===== config.mk =====
export PLATFORM = sky130hd
export DESIGN_NAME = dmpd_ctrl
export DESIGN_NICKNAME = d
export VERILOG_FILES = /design/src/hw/rtl/dmpd_pkg.sv /design/src/hw/rtl/dmpd_ctrl.sv
export VERILOG_INCLUDE_DIRS = /design/src /design/src/hw/rtl
export SDC_FILE = /design/constraint.sdc
export NUM_CORES = 1
export LEC_CHECK = 0
export BUFFER_PORTS_ARGS = -buffer_cell sky130_fd_sc_hd__buf_2
export CORE_AREA = 2 2 39 41
export DETAILED_ROUTE_END_ITERATION = 8
export DIE_AREA = 0 0 41 43
export HOLD_SLACK_MARGIN = 0.02
export MAX_ROUTING_LAYER = met4
export PLACE_DENSITY_LB_ADDON = 0.25
export RECOVER_POWER = 25
export SLEW_MARGIN = 20
export SYNTH_ARGS = -nofsm -noshare
export SYNTH_HDL_FRONTEND = slang
export SYNTH_SLANG_ARGS = --single-unit
export TNS_END_PERCENT = 10

===== constraint.sdc =====
create_clock -name clk -period 2 [get_ports clk]
set_clock_uncertainty 0.1 [all_clocks]
set_input_delay 0.2 -clock clk [delete_from_list [all_inputs] [get_ports clk]]
set_output_delay 0.2 -clock clk [all_outputs]
set_load 0.1 [all_outputs]

===== src/hw/rtl/assert_macros.svh =====
// ----------------------------------------------------------------------------
// assert_macros
// Assertion macros shared by the detector RTL.
// ----------------------------------------------------------------------------
// Each macro expects signals named clk and rst in the module that uses it.
`ifndef ASSERT_MACROS_SVH
`define ASSERT_MACROS_SVH

// Property checked at every rising clock edge outside reset.
`define ASSERT_CLK(label, prop, msg) \
  label: assert property (@(posedge clk) disable iff (rst) (prop)) else $error(msg);

// Condition that must never be seen outside reset.
`define ASSERT_NEVER(label, cond, msg) \
  label: assert property (@(posedge clk) disable iff (rst) !(cond)) else $error(msg);

`endif


===== src/hw/rtl/dmpd_pkg.sv =====
// ----------------------------------------------------------------------------
// dmpd_pkg
// Shared types and constants of the multiple path detector.
// ----------------------------------------------------------------------------
`default_nettype none

package dmpd_pkg;

  localparam int CMD_W   = 2;
  localparam int NODE_W  = 6;
  localparam int COUNT_W = 7;

  typedef enum logic [CMD_W-1:0] {
    CMD_CLEAR     = 2'd0,
    CMD_ADD_EDGE  = 2'd1,
    CMD_EVALUATE  = 2'd2
  } dmpd_code_t;

  // Commands from the controller to the datapath.
  typedef struct packed {
    logic clear_graph;
    logic edge_read;
    logic edge_write;
    logic eval_load;
    logic walk_init;
    logic node_read;
    logic node_expand;
    logic next_start;
    logic result_load;
  } dmpd_cmd_t;

  // Status from the datapath to the controller.
  typedef struct packed {
    logic edge_in_range;
    logic search_done;
    logic walk_empty;
    logic walk_hit;
    logic out_busy;
  } dmpd_sts_t;

endpackage

`default_nettype wire


===== src/hw/rtl/dmpd_ctrl.sv =====
// ----------------------------------------------------------------------------
// dmpd_ctrl
// Controller state machine: decodes input words and sequences the walks.
// ----------------------------------------------------------------------------
`default_nettype none
`include "assert_macros.svh"

module dmpd_ctrl (
  input  wire logic                        clk,
  input  wire logic                        rst,
  input  wire logic                        in_valid,
  output logic                             in_ready,
  input  wire logic [dmpd_pkg::CMD_W-1:0]  command,
  input  wire dmpd_pkg::dmpd_sts_t         sts,
  output dmpd_pkg::dmpd_cmd_t              cmd
);
  import dmpd_pkg::*;

  typedef enum logic [5:0] {
    S_IDLE      = 6'b000001,
    S_EDGE_WR   = 6'b000010,
    S_WALK_INIT = 6'b000100,
    S_NODE_RD   = 6'b001000,
    S_EXPAND    = 6'b010000,
    S_OUT       = 6'b100000
  } state_t;

  state_t state;
  state_t state_next;

  always_ff @(posedge clk) begin
    if (rst) begin
      state <= S_IDLE;
    end else begin
      state <= state_next;
    end
  end

  always_comb begin
    cmd        = '0;
    in_ready   = 1'b0;
    state_next = state;
    unique case (state)
      S_IDLE: begin
        in_ready = 1'b1;
        if (in_valid) begin
          priority if (command == CMD_CLEAR) begin
            cmd.clear_graph = 1'b1;
          end else if (command == CMD_ADD_EDGE) begin
            // An edge with a node beyond the graph is dropped.
            if (sts.edge_in_range) begin
              cmd.edge_read = 1'b1;
              state_next    = S_EDGE_WR;
            end
          end else if (command == CMD_EVALUATE) begin
            cmd.eval_load = 1'b1;
            state_next    = S_WALK_INIT;
          end else begin
            state_next = S_IDLE;
          end
        end
      end
      S_EDGE_WR: begin
        cmd.edge_write = 1'b1;
        state_next     = S_IDLE;
      end
      S_WALK_INIT: begin
        if (sts.search_done) begin
          state_next = S_OUT;
        end else begin
          cmd.walk_init = 1'b1;
          state_next    = S_NODE_RD;
        end
      end
      S_NODE_RD: begin
        if (sts.walk_empty) begin
          cmd.next_start = 1'b1;
          state_next     = S_WALK_INIT;
        end else begin
          cmd.node_read = 1'b1;
          state_next    = S_EXPAND;
        end
      end
      S_EXPAND: begin
        cmd.node_expand = 1'b1;
        state_next      = sts.walk_hit ? S_WALK_INIT : S_NODE_RD;
      end
      S_OUT: begin
        if (!sts.out_busy) begin
          cmd.result_load = 1'b1;
          state_next      = S_IDLE;
        end
      end
      default: begin
        state_next = S_IDLE;
      end
    endcase
  end

  `ASSERT_CLK(a_expand_after_read, cmd.node_expand |-> $past(cmd.node_read), "expand without read")
  `ASSERT_CLK(a_write_after_read, cmd.edge_write |-> $past(cmd.edge_read), "edge write without read")

endmodule

`default_nettype wire


-- Yosys cells after proc, flatten, opt, wreduce, memory -nomap -nowiden
Cells that the tools add are included.
- bits in registers: 6
- input bits: 10
- equal/unequal tests: 12
- multiplexer cells: 32
- reduce and logical (&&, ||, !) cells: 2
- operator list (kind ; number):
    two-way mux 6 bit ; 6
    case mux 6 bit (5 select lines) ; 1
    two-way mux 1 bit ; 20
    == test 6 x 1 -> 1 bit, second input constant ; 1
    == test 6 x 2 -> 1 bit, second input constant ; 1
    == test 6 x 3 -> 1 bit, second input constant ; 1
    == test 6 x 4 -> 1 bit, second input constant ; 1
    == test 6 x 5 -> 1 bit, second input constant ; 1
    == test 6 bit, second input constant ; 1
    != test 2 bit, second input constant ; 3
    two-way mux 5 bit ; 1
    two-way mux 2 bit ; 2
    two-way mux 4 bit ; 1
    AND reduction 4 bit ; 1
    two-way mux 3 bit ; 1
    != test 3 bit, second input constant ; 1
    == test 2 x 1 -> 1 bit, second input constant ; 1
    == test 2 bit, second input constant ; 1
    zero test 2 bit ; 1

-- Logic depth before layout (Yosys ltp)
Gate-level depths: netlist of run 1.
- depth in word-level cells: 6
- gate-level depth with buffers: 6

-- Worst setup path after synthesis of run 1
OpenSTA, ideal clock, no wires.
- path type: register to output
- start point: register state[4]
- end point: output cmd[7] (netlist name)
- arrival time: 4.101 ns
- required time: 1.700 ns
- setup slack: -2.401 ns
- cell stages (with the launch flop): 5
- buffers on the path: 0
- cells stage by stage: dfxtp_1 > or4_4 > nor3b_4 > nand2_1 > nor3_1
- RTL lines (what ; RTL line ; source):
    start, declared ; dmpd_ctrl.sv:28 ; state_t state;
    start signal, assigned ; dmpd_ctrl.sv:35 ; state <= state_next;
    end, declared ; dmpd_ctrl.sv:15 ; output dmpd_pkg::dmpd_cmd_t cmd

==> flow_summary.yaml, run 1 <==
timing:
  slew_viol_final: 0
  max_slew_margin: 0.6801
  fin_crit_ps: 2137
  setup_tns_ps: -442.5
  hold-worst-slack_ps: 67.69
  fin_crit_sh: 1.068
  tightest_slew_ps: 483.2
  hold_viol_final: 0
  fmax_mhz: 468.0
  rsz0062_at_grt: "yes"
  setup_ws_ps: -136.6
  setup_viol: 4
floorplanning:
  core_um2: 1384
  die_width_um: 41
  ios: 20
  die_h_um: 43
  die_area_um2: 1763
  rows: 14
  start_util: 0.3146
layout:
  final_common_cell: "buf_2"
  largest_register_ffs: 6
  final_nets: 90
  final_cell_mix: "10 x buf_2, 8 x buf_12, 4 x nor2_1, 4 x clkbuf_4, 4 x buf_4"
  instances_no_fill: 91
  final_area_um2: 753.2
  syn_to_final_growth_pct: 72.99
  reg_top3: "state (6)"
  diodes: 0
  drive_gt1_frac: 0.5333
  largest-register: "state"
cts:
  cts_setup_buffers: 0
  clock_latency_ps: 240
  clockBufferDepth: 2
  cts_sinks: 6
  numCtsBuffers: 3
  clk_pin_slew_ps: 40
  htree_levels: 1
  root_buffer: "clkbuf_4"
  cts_tree: "done"
setup_path:
  critPathKind: "flop to output port"
  start_kind: "flop"
  end_kind: "output port"
  cp.required_ps: 1700
  timing.critical_path.fanout_max: 6
  cp.arrival_ps: 1840
outcome:
  status: "finished with violations"
  violations: "negative setup slack"
place:
  io_buffers: 19
  dpl.hpwl_um: 923.9
  placedCellCount: 88
  postPlaceCellArea_um2: 725.7
  gp_congestion: 0.7411
route:
  wl_met3_um: 78
  drt-vias-per-instance: 5.209
  drt_iter0_markers: 11
  num_vias: 474
  m1WireLength_um: 457
  routed_wl_mm: 1.114
  detail-route-antenna-nets: 0
  routed.top_layer: "met4"
  routedWlPerCell_um: 12.24
  drc: 0
  drt-pass1-iter-count: 4
  wl_met2_um: 566
power_and_ir_drop:
  ir_worst_vdd_uv: 274.3
  power.density_nw_per_um2: 541.6
  p_leak_nw: 0.3326
synthesis:
  synth_ff_type: "dfxtp_1"
  ys_types: 27
  synthArstFlopShare: 0
  syn_nets: 62
  syn_area_per_cell_um2: 8.886
  ys_seq_area_frac: 0.2759
  synth-edff-count: 0
  syn_area_um2: 435.4
  synthCells: 49
  yosys_register_bits: 6
  yosysWarnings: 0
global_route:
  grt_antenna_before_repair: 0
  grt_pass1_vias: 428
  grt_start_max_net_pins: 8
  globalRoute.totalOverflow: 0
  grtUsageTotal: 0.1615
  grt_pass1_wl_mm: 1.800
flow_run:
  drv_cap: 0
min_path:
  hold_path.class: "primary input to flop"
==> worst paths after layout <==
| check | startpoint | to | slack, ps | depth (start not counted) |
|---|---|---|---|---|
| min | sts[2] | state[4] | 70 | 2 |
| max reg2reg | state[4] | state[0] | 80 | 5 |
| max | state[4] | cmd[7] | -140 | 5 |
| min reg2reg | state[5] | state[4] | 500 | 3 |
==> metal layers <==
metal / global-route usage / vias to the layer above
met1: 0.1994 / 213
met4: 0.1200 / 0
met5: - / -
met2: 0.2250 / 19
li1: - / 240
met3: 0.02618 / 2
==> layout make-up <==
cell class	instances	area, um2
clock buffers	3	22.52
fillers	121	630.6
repair buffers	23	247.7
well taps	16	20.02
flip-flops and latches	6	123.9
multi-input cells	40	327.8
inverters	3	11.26
==> logic make-up after synthesis <==
family                     after synthesis  share of synthesized area
buffers and inverters                    3                    0.02586
DFF                                      6                     0.2759
AOI/OAI and AO/OA                        8                     0.1465
and+or+nand+nor                         28                     0.4454
adders and majority gates                3                    0.08622
xor gates and xnor gates                 1                    0.02012
==> through the flow <==
stage | utilization | total power, W | setup WS, ps
after floorplan | - | 0.0002345 | -1189
after global placement | 0.5244 | 0.0003002 | 102.1
after detailed placement | 0.5244 | 0.0003009 | 78.30
after CTS | 0.5425 | 0.0004128 | -149.7
after global routing | 0.5443 | 0.0004233 | -222.9
final | 0.5443 | 0.0004080 | -136.6
==> power by group <==
part           total [W]  switching [W]  internal, W
Combinational   0.000169       0.000100    0.0000692
Clock           0.000108      0.0000401    0.0000676
Sequential      0.000131     0.00000596     0.000125
==> cell usage after synthesis (all sizes together), types with 2 or more instances <==
cell | count | area, um2
nor2 | 4 | 15.01
nor2b | 2 | 12.51
nor4 | 2 | 12.51
ha | 3 | 37.54
inv | 3 | 11.26
nand2 | 3 | 11.26
and3 | 4 | 28.78
dfxtp | 6 | 120.1
nor3 | 2 | 10.01
nor3b | 3 | 33.78
a211oi | 2 | 15.01
nand3b | 2 | 15.01
==> repair_timing <==
| action | CTS | global route |
|---|---|---|
| endpoints found under the setup margin | 4 | 6 |
| pin swaps | 1 | 0 |
| resized for setup | 1 | 1 |
| hold buffers | 0 | 0 |
| gates cloned | 0 | 0 |
==> critical path: stages (launching register included) <==
cell and delay [ps]:
dfxtp_2 340, or4_4 540, nor3b_4 270, nand2_2 100
nor3_4 150, buf_12 200
(Power assumes the default switching activity.)
==> run 2: changes to the inputs <==
clock period = 1.75 ns   (was 2 ns; I/O delays follow)
==> run 2 against run 1 <==
Net effect: the flow still finishes with violations (negative setup slack); sequential cell count did not move; clock power is 16% higher; non-clock buffer count grew 3; via count grew 4.6%; die area stayed put; combinational power up 18%; final cell count rose by 3.3%; first-iteration DRC count fell by 18%; wire length is 5.8% higher; critical path type unchanged; largest power group unchanged; highest routed layer unchanged.
==> flow_summary.yaml, run 2 (same netlist as run 1, synthesis figures left out) <==
outcome:
  status: "finished with violations"
  violations: "negative setup slack"
timing:
  rsz0062_at_grt: "yes"
  tightest_slew_ps: 339.9
  hold_viol_final: 0
  fmax_mhz: 479.4
  setup_viol: 13
  max_slew_margin: 0.7702
  slew_viol_final: 0
  fin_crit_sh: 1.192
  hold-worst-slack_ps: 47.00
  setup_ws_ps: -335.9
  fin_crit_ps: 2086
route:
  detail-route-antenna-nets: 0
  routed_wl_mm: 1.179
  routedWlPerCell_um: 12.54
  drt_iter0_markers: 9
  num_vias: 496
  drc: 0
  drt-vias-per-instance: 5.277
  drt-pass1-iter-count: 4
power_and_ir_drop:
  p_switching_w: 0.0001715
  power_frac_comb: 0.418
  p_seq_frac: 0.320
  ir_worst_vdd_uv: 435.1
  power_w: 0.0004759
  pwr-share-clk: 0.262
  p_sw_frac: 0.3604
  p_leak_nw: 0.3591
  p_int_w: 0.0003044
  power.density_nw_per_um2: 572.8
layout:
  syn_to_final_growth_pct: 90.80
  final_nets: 93
  largest_register_ffs: 6
  final_common_cell: "buf_12"
  instances_no_fill: 94
  final_cell_mix: "10 x buf_12, 9 x buf_2, 7 x buf_4"
  reg_top3: "state (6)"
  drive_gt1_frac: 0.5897
  multi_input_area_um2: 355.3
  regArea_um2: 123.9
  fillCellCount: 113
  largest-register: "state"
  diodes: 0
floorplanning:
  rows: 14
  die_width_um: 41
  core_um2: 1384
  die_area_um2: 1763
  start_util: 0.3146
  die_h_um: 43
  ios: 20
setup_path:
  crit_family: "simple AND/OR/NAND/NOR gates"
  r2r_slack_ps: -120
  crit_buf_inv: 1
  timing.critical_path.fanout_max: 4
  r2r_cells: 5
  start_kind: "flop"
  path_cells: "or4_4, nor3b_4, nand2_2, nor3_4, buf_12"
  crit_slowest_cell: "or4_4"
  slowest_delay_ps: 530
  cp.required_ps: 1470
  cp.depth: 5
  end_kind: "output port"
  critPathKind: "flop to output port"
  cp.arrival_ps: 1810
cts:
  clock_latency_ps: 240
  cts_setup_buffers: 0
  htree_levels: 1
  cts_tree: "done"
  cts_sinks: 6
  numCtsBuffers: 3
  clockBufferDepth: 2
  clk_pin_slew_ps: 50
  root_buffer: "clkbuf_4"
place:
  gp_congestion: 0.8436
  dpl.hpwl_um: 929.1
  post-place-ws_ps: -126.1
  io_buffers: 19
  placedCellCount: 91
min_path:
  hold_path.class: "primary input to flop"
  whs_path_depth: 2
flow_run:
  drv_cap: 0
global_route:
  grt_pass1_wl_mm: 1.925
  grtUsageTotal: 0.1715
  grt_pass1_vias: 481
  globalRoute.totalOverflow: 0
  grt_antenna_before_repair: 0
  grt_start_max_net_pins: 8
==> run 2: path summary, 6_finish.rpt <==
path / to / start
max: cmd[7] / state[4]
min: state[5] / rst
max reg2reg: state[0] / state[4]
min reg2reg: state[4] / state[3]
==> run 2: timing repair <==
item	4_1_cts	5_1_grt
hold buffers	0	0
gates resized for setup	6	0
endpoints found under the setup margin	13	14
pin swaps	2	0
cloned	0	0
==> run 2: final cells by class <==
class	instances	area share
multi-input combinational	40	0.4277
inverter	3	0.01355
timing repair buffer	26	0.3584
tap	16	0.02410
sequential	6	0.1491
clock buffer	3	0.02711
==> run 2: power by group through the flow <==
stage | Combinational [W] | Clock [W] | Sequential (W)
final | 0.000199 | 0.000125 | 0.000152
after floorplan | 0.000116 | 0 | 0.000152
after CTS | 0.000200 | 0.000129 | 0.000153
after detailed placement | 0.000192 | 0 | 0.000153
after global placement | 0.000191 | 0 | 0.000152
after global routing | 0.000211 | 0.000138 | 0.000153
==> run 2: through the flow <==
| stage | util | TNS, ps | instance area, um2 |
|---|---|---|---|
| floorplan | - | -10150 | 460.4 |
| global placement | 0.5624 | -308.3 | 778.2 |
| detailed placement | 0.5624 | -423.9 | 778.2 |
| CTS | 0.6004 | -2189 | 830.8 |
| global route | 0.6004 | -3181 | 830.8 |
| finish | 0.6004 | -2132 | 830.8 |
==> run 2: routing by layer <==
metal | part of all wire | up-vias | routed length [um] | global-route usage
li1 | - | 245 | - | -
met1 | 0.39 | 230 | 465 | 0.1889
met2 | 0.53 | 19 | 624 | 0.2594
met3 | 0.062 | 2 | 73 | 0.03665
met4 | 0.014 | 0 | 16 | 0.1200
met5 | 0 | - | 0 | -
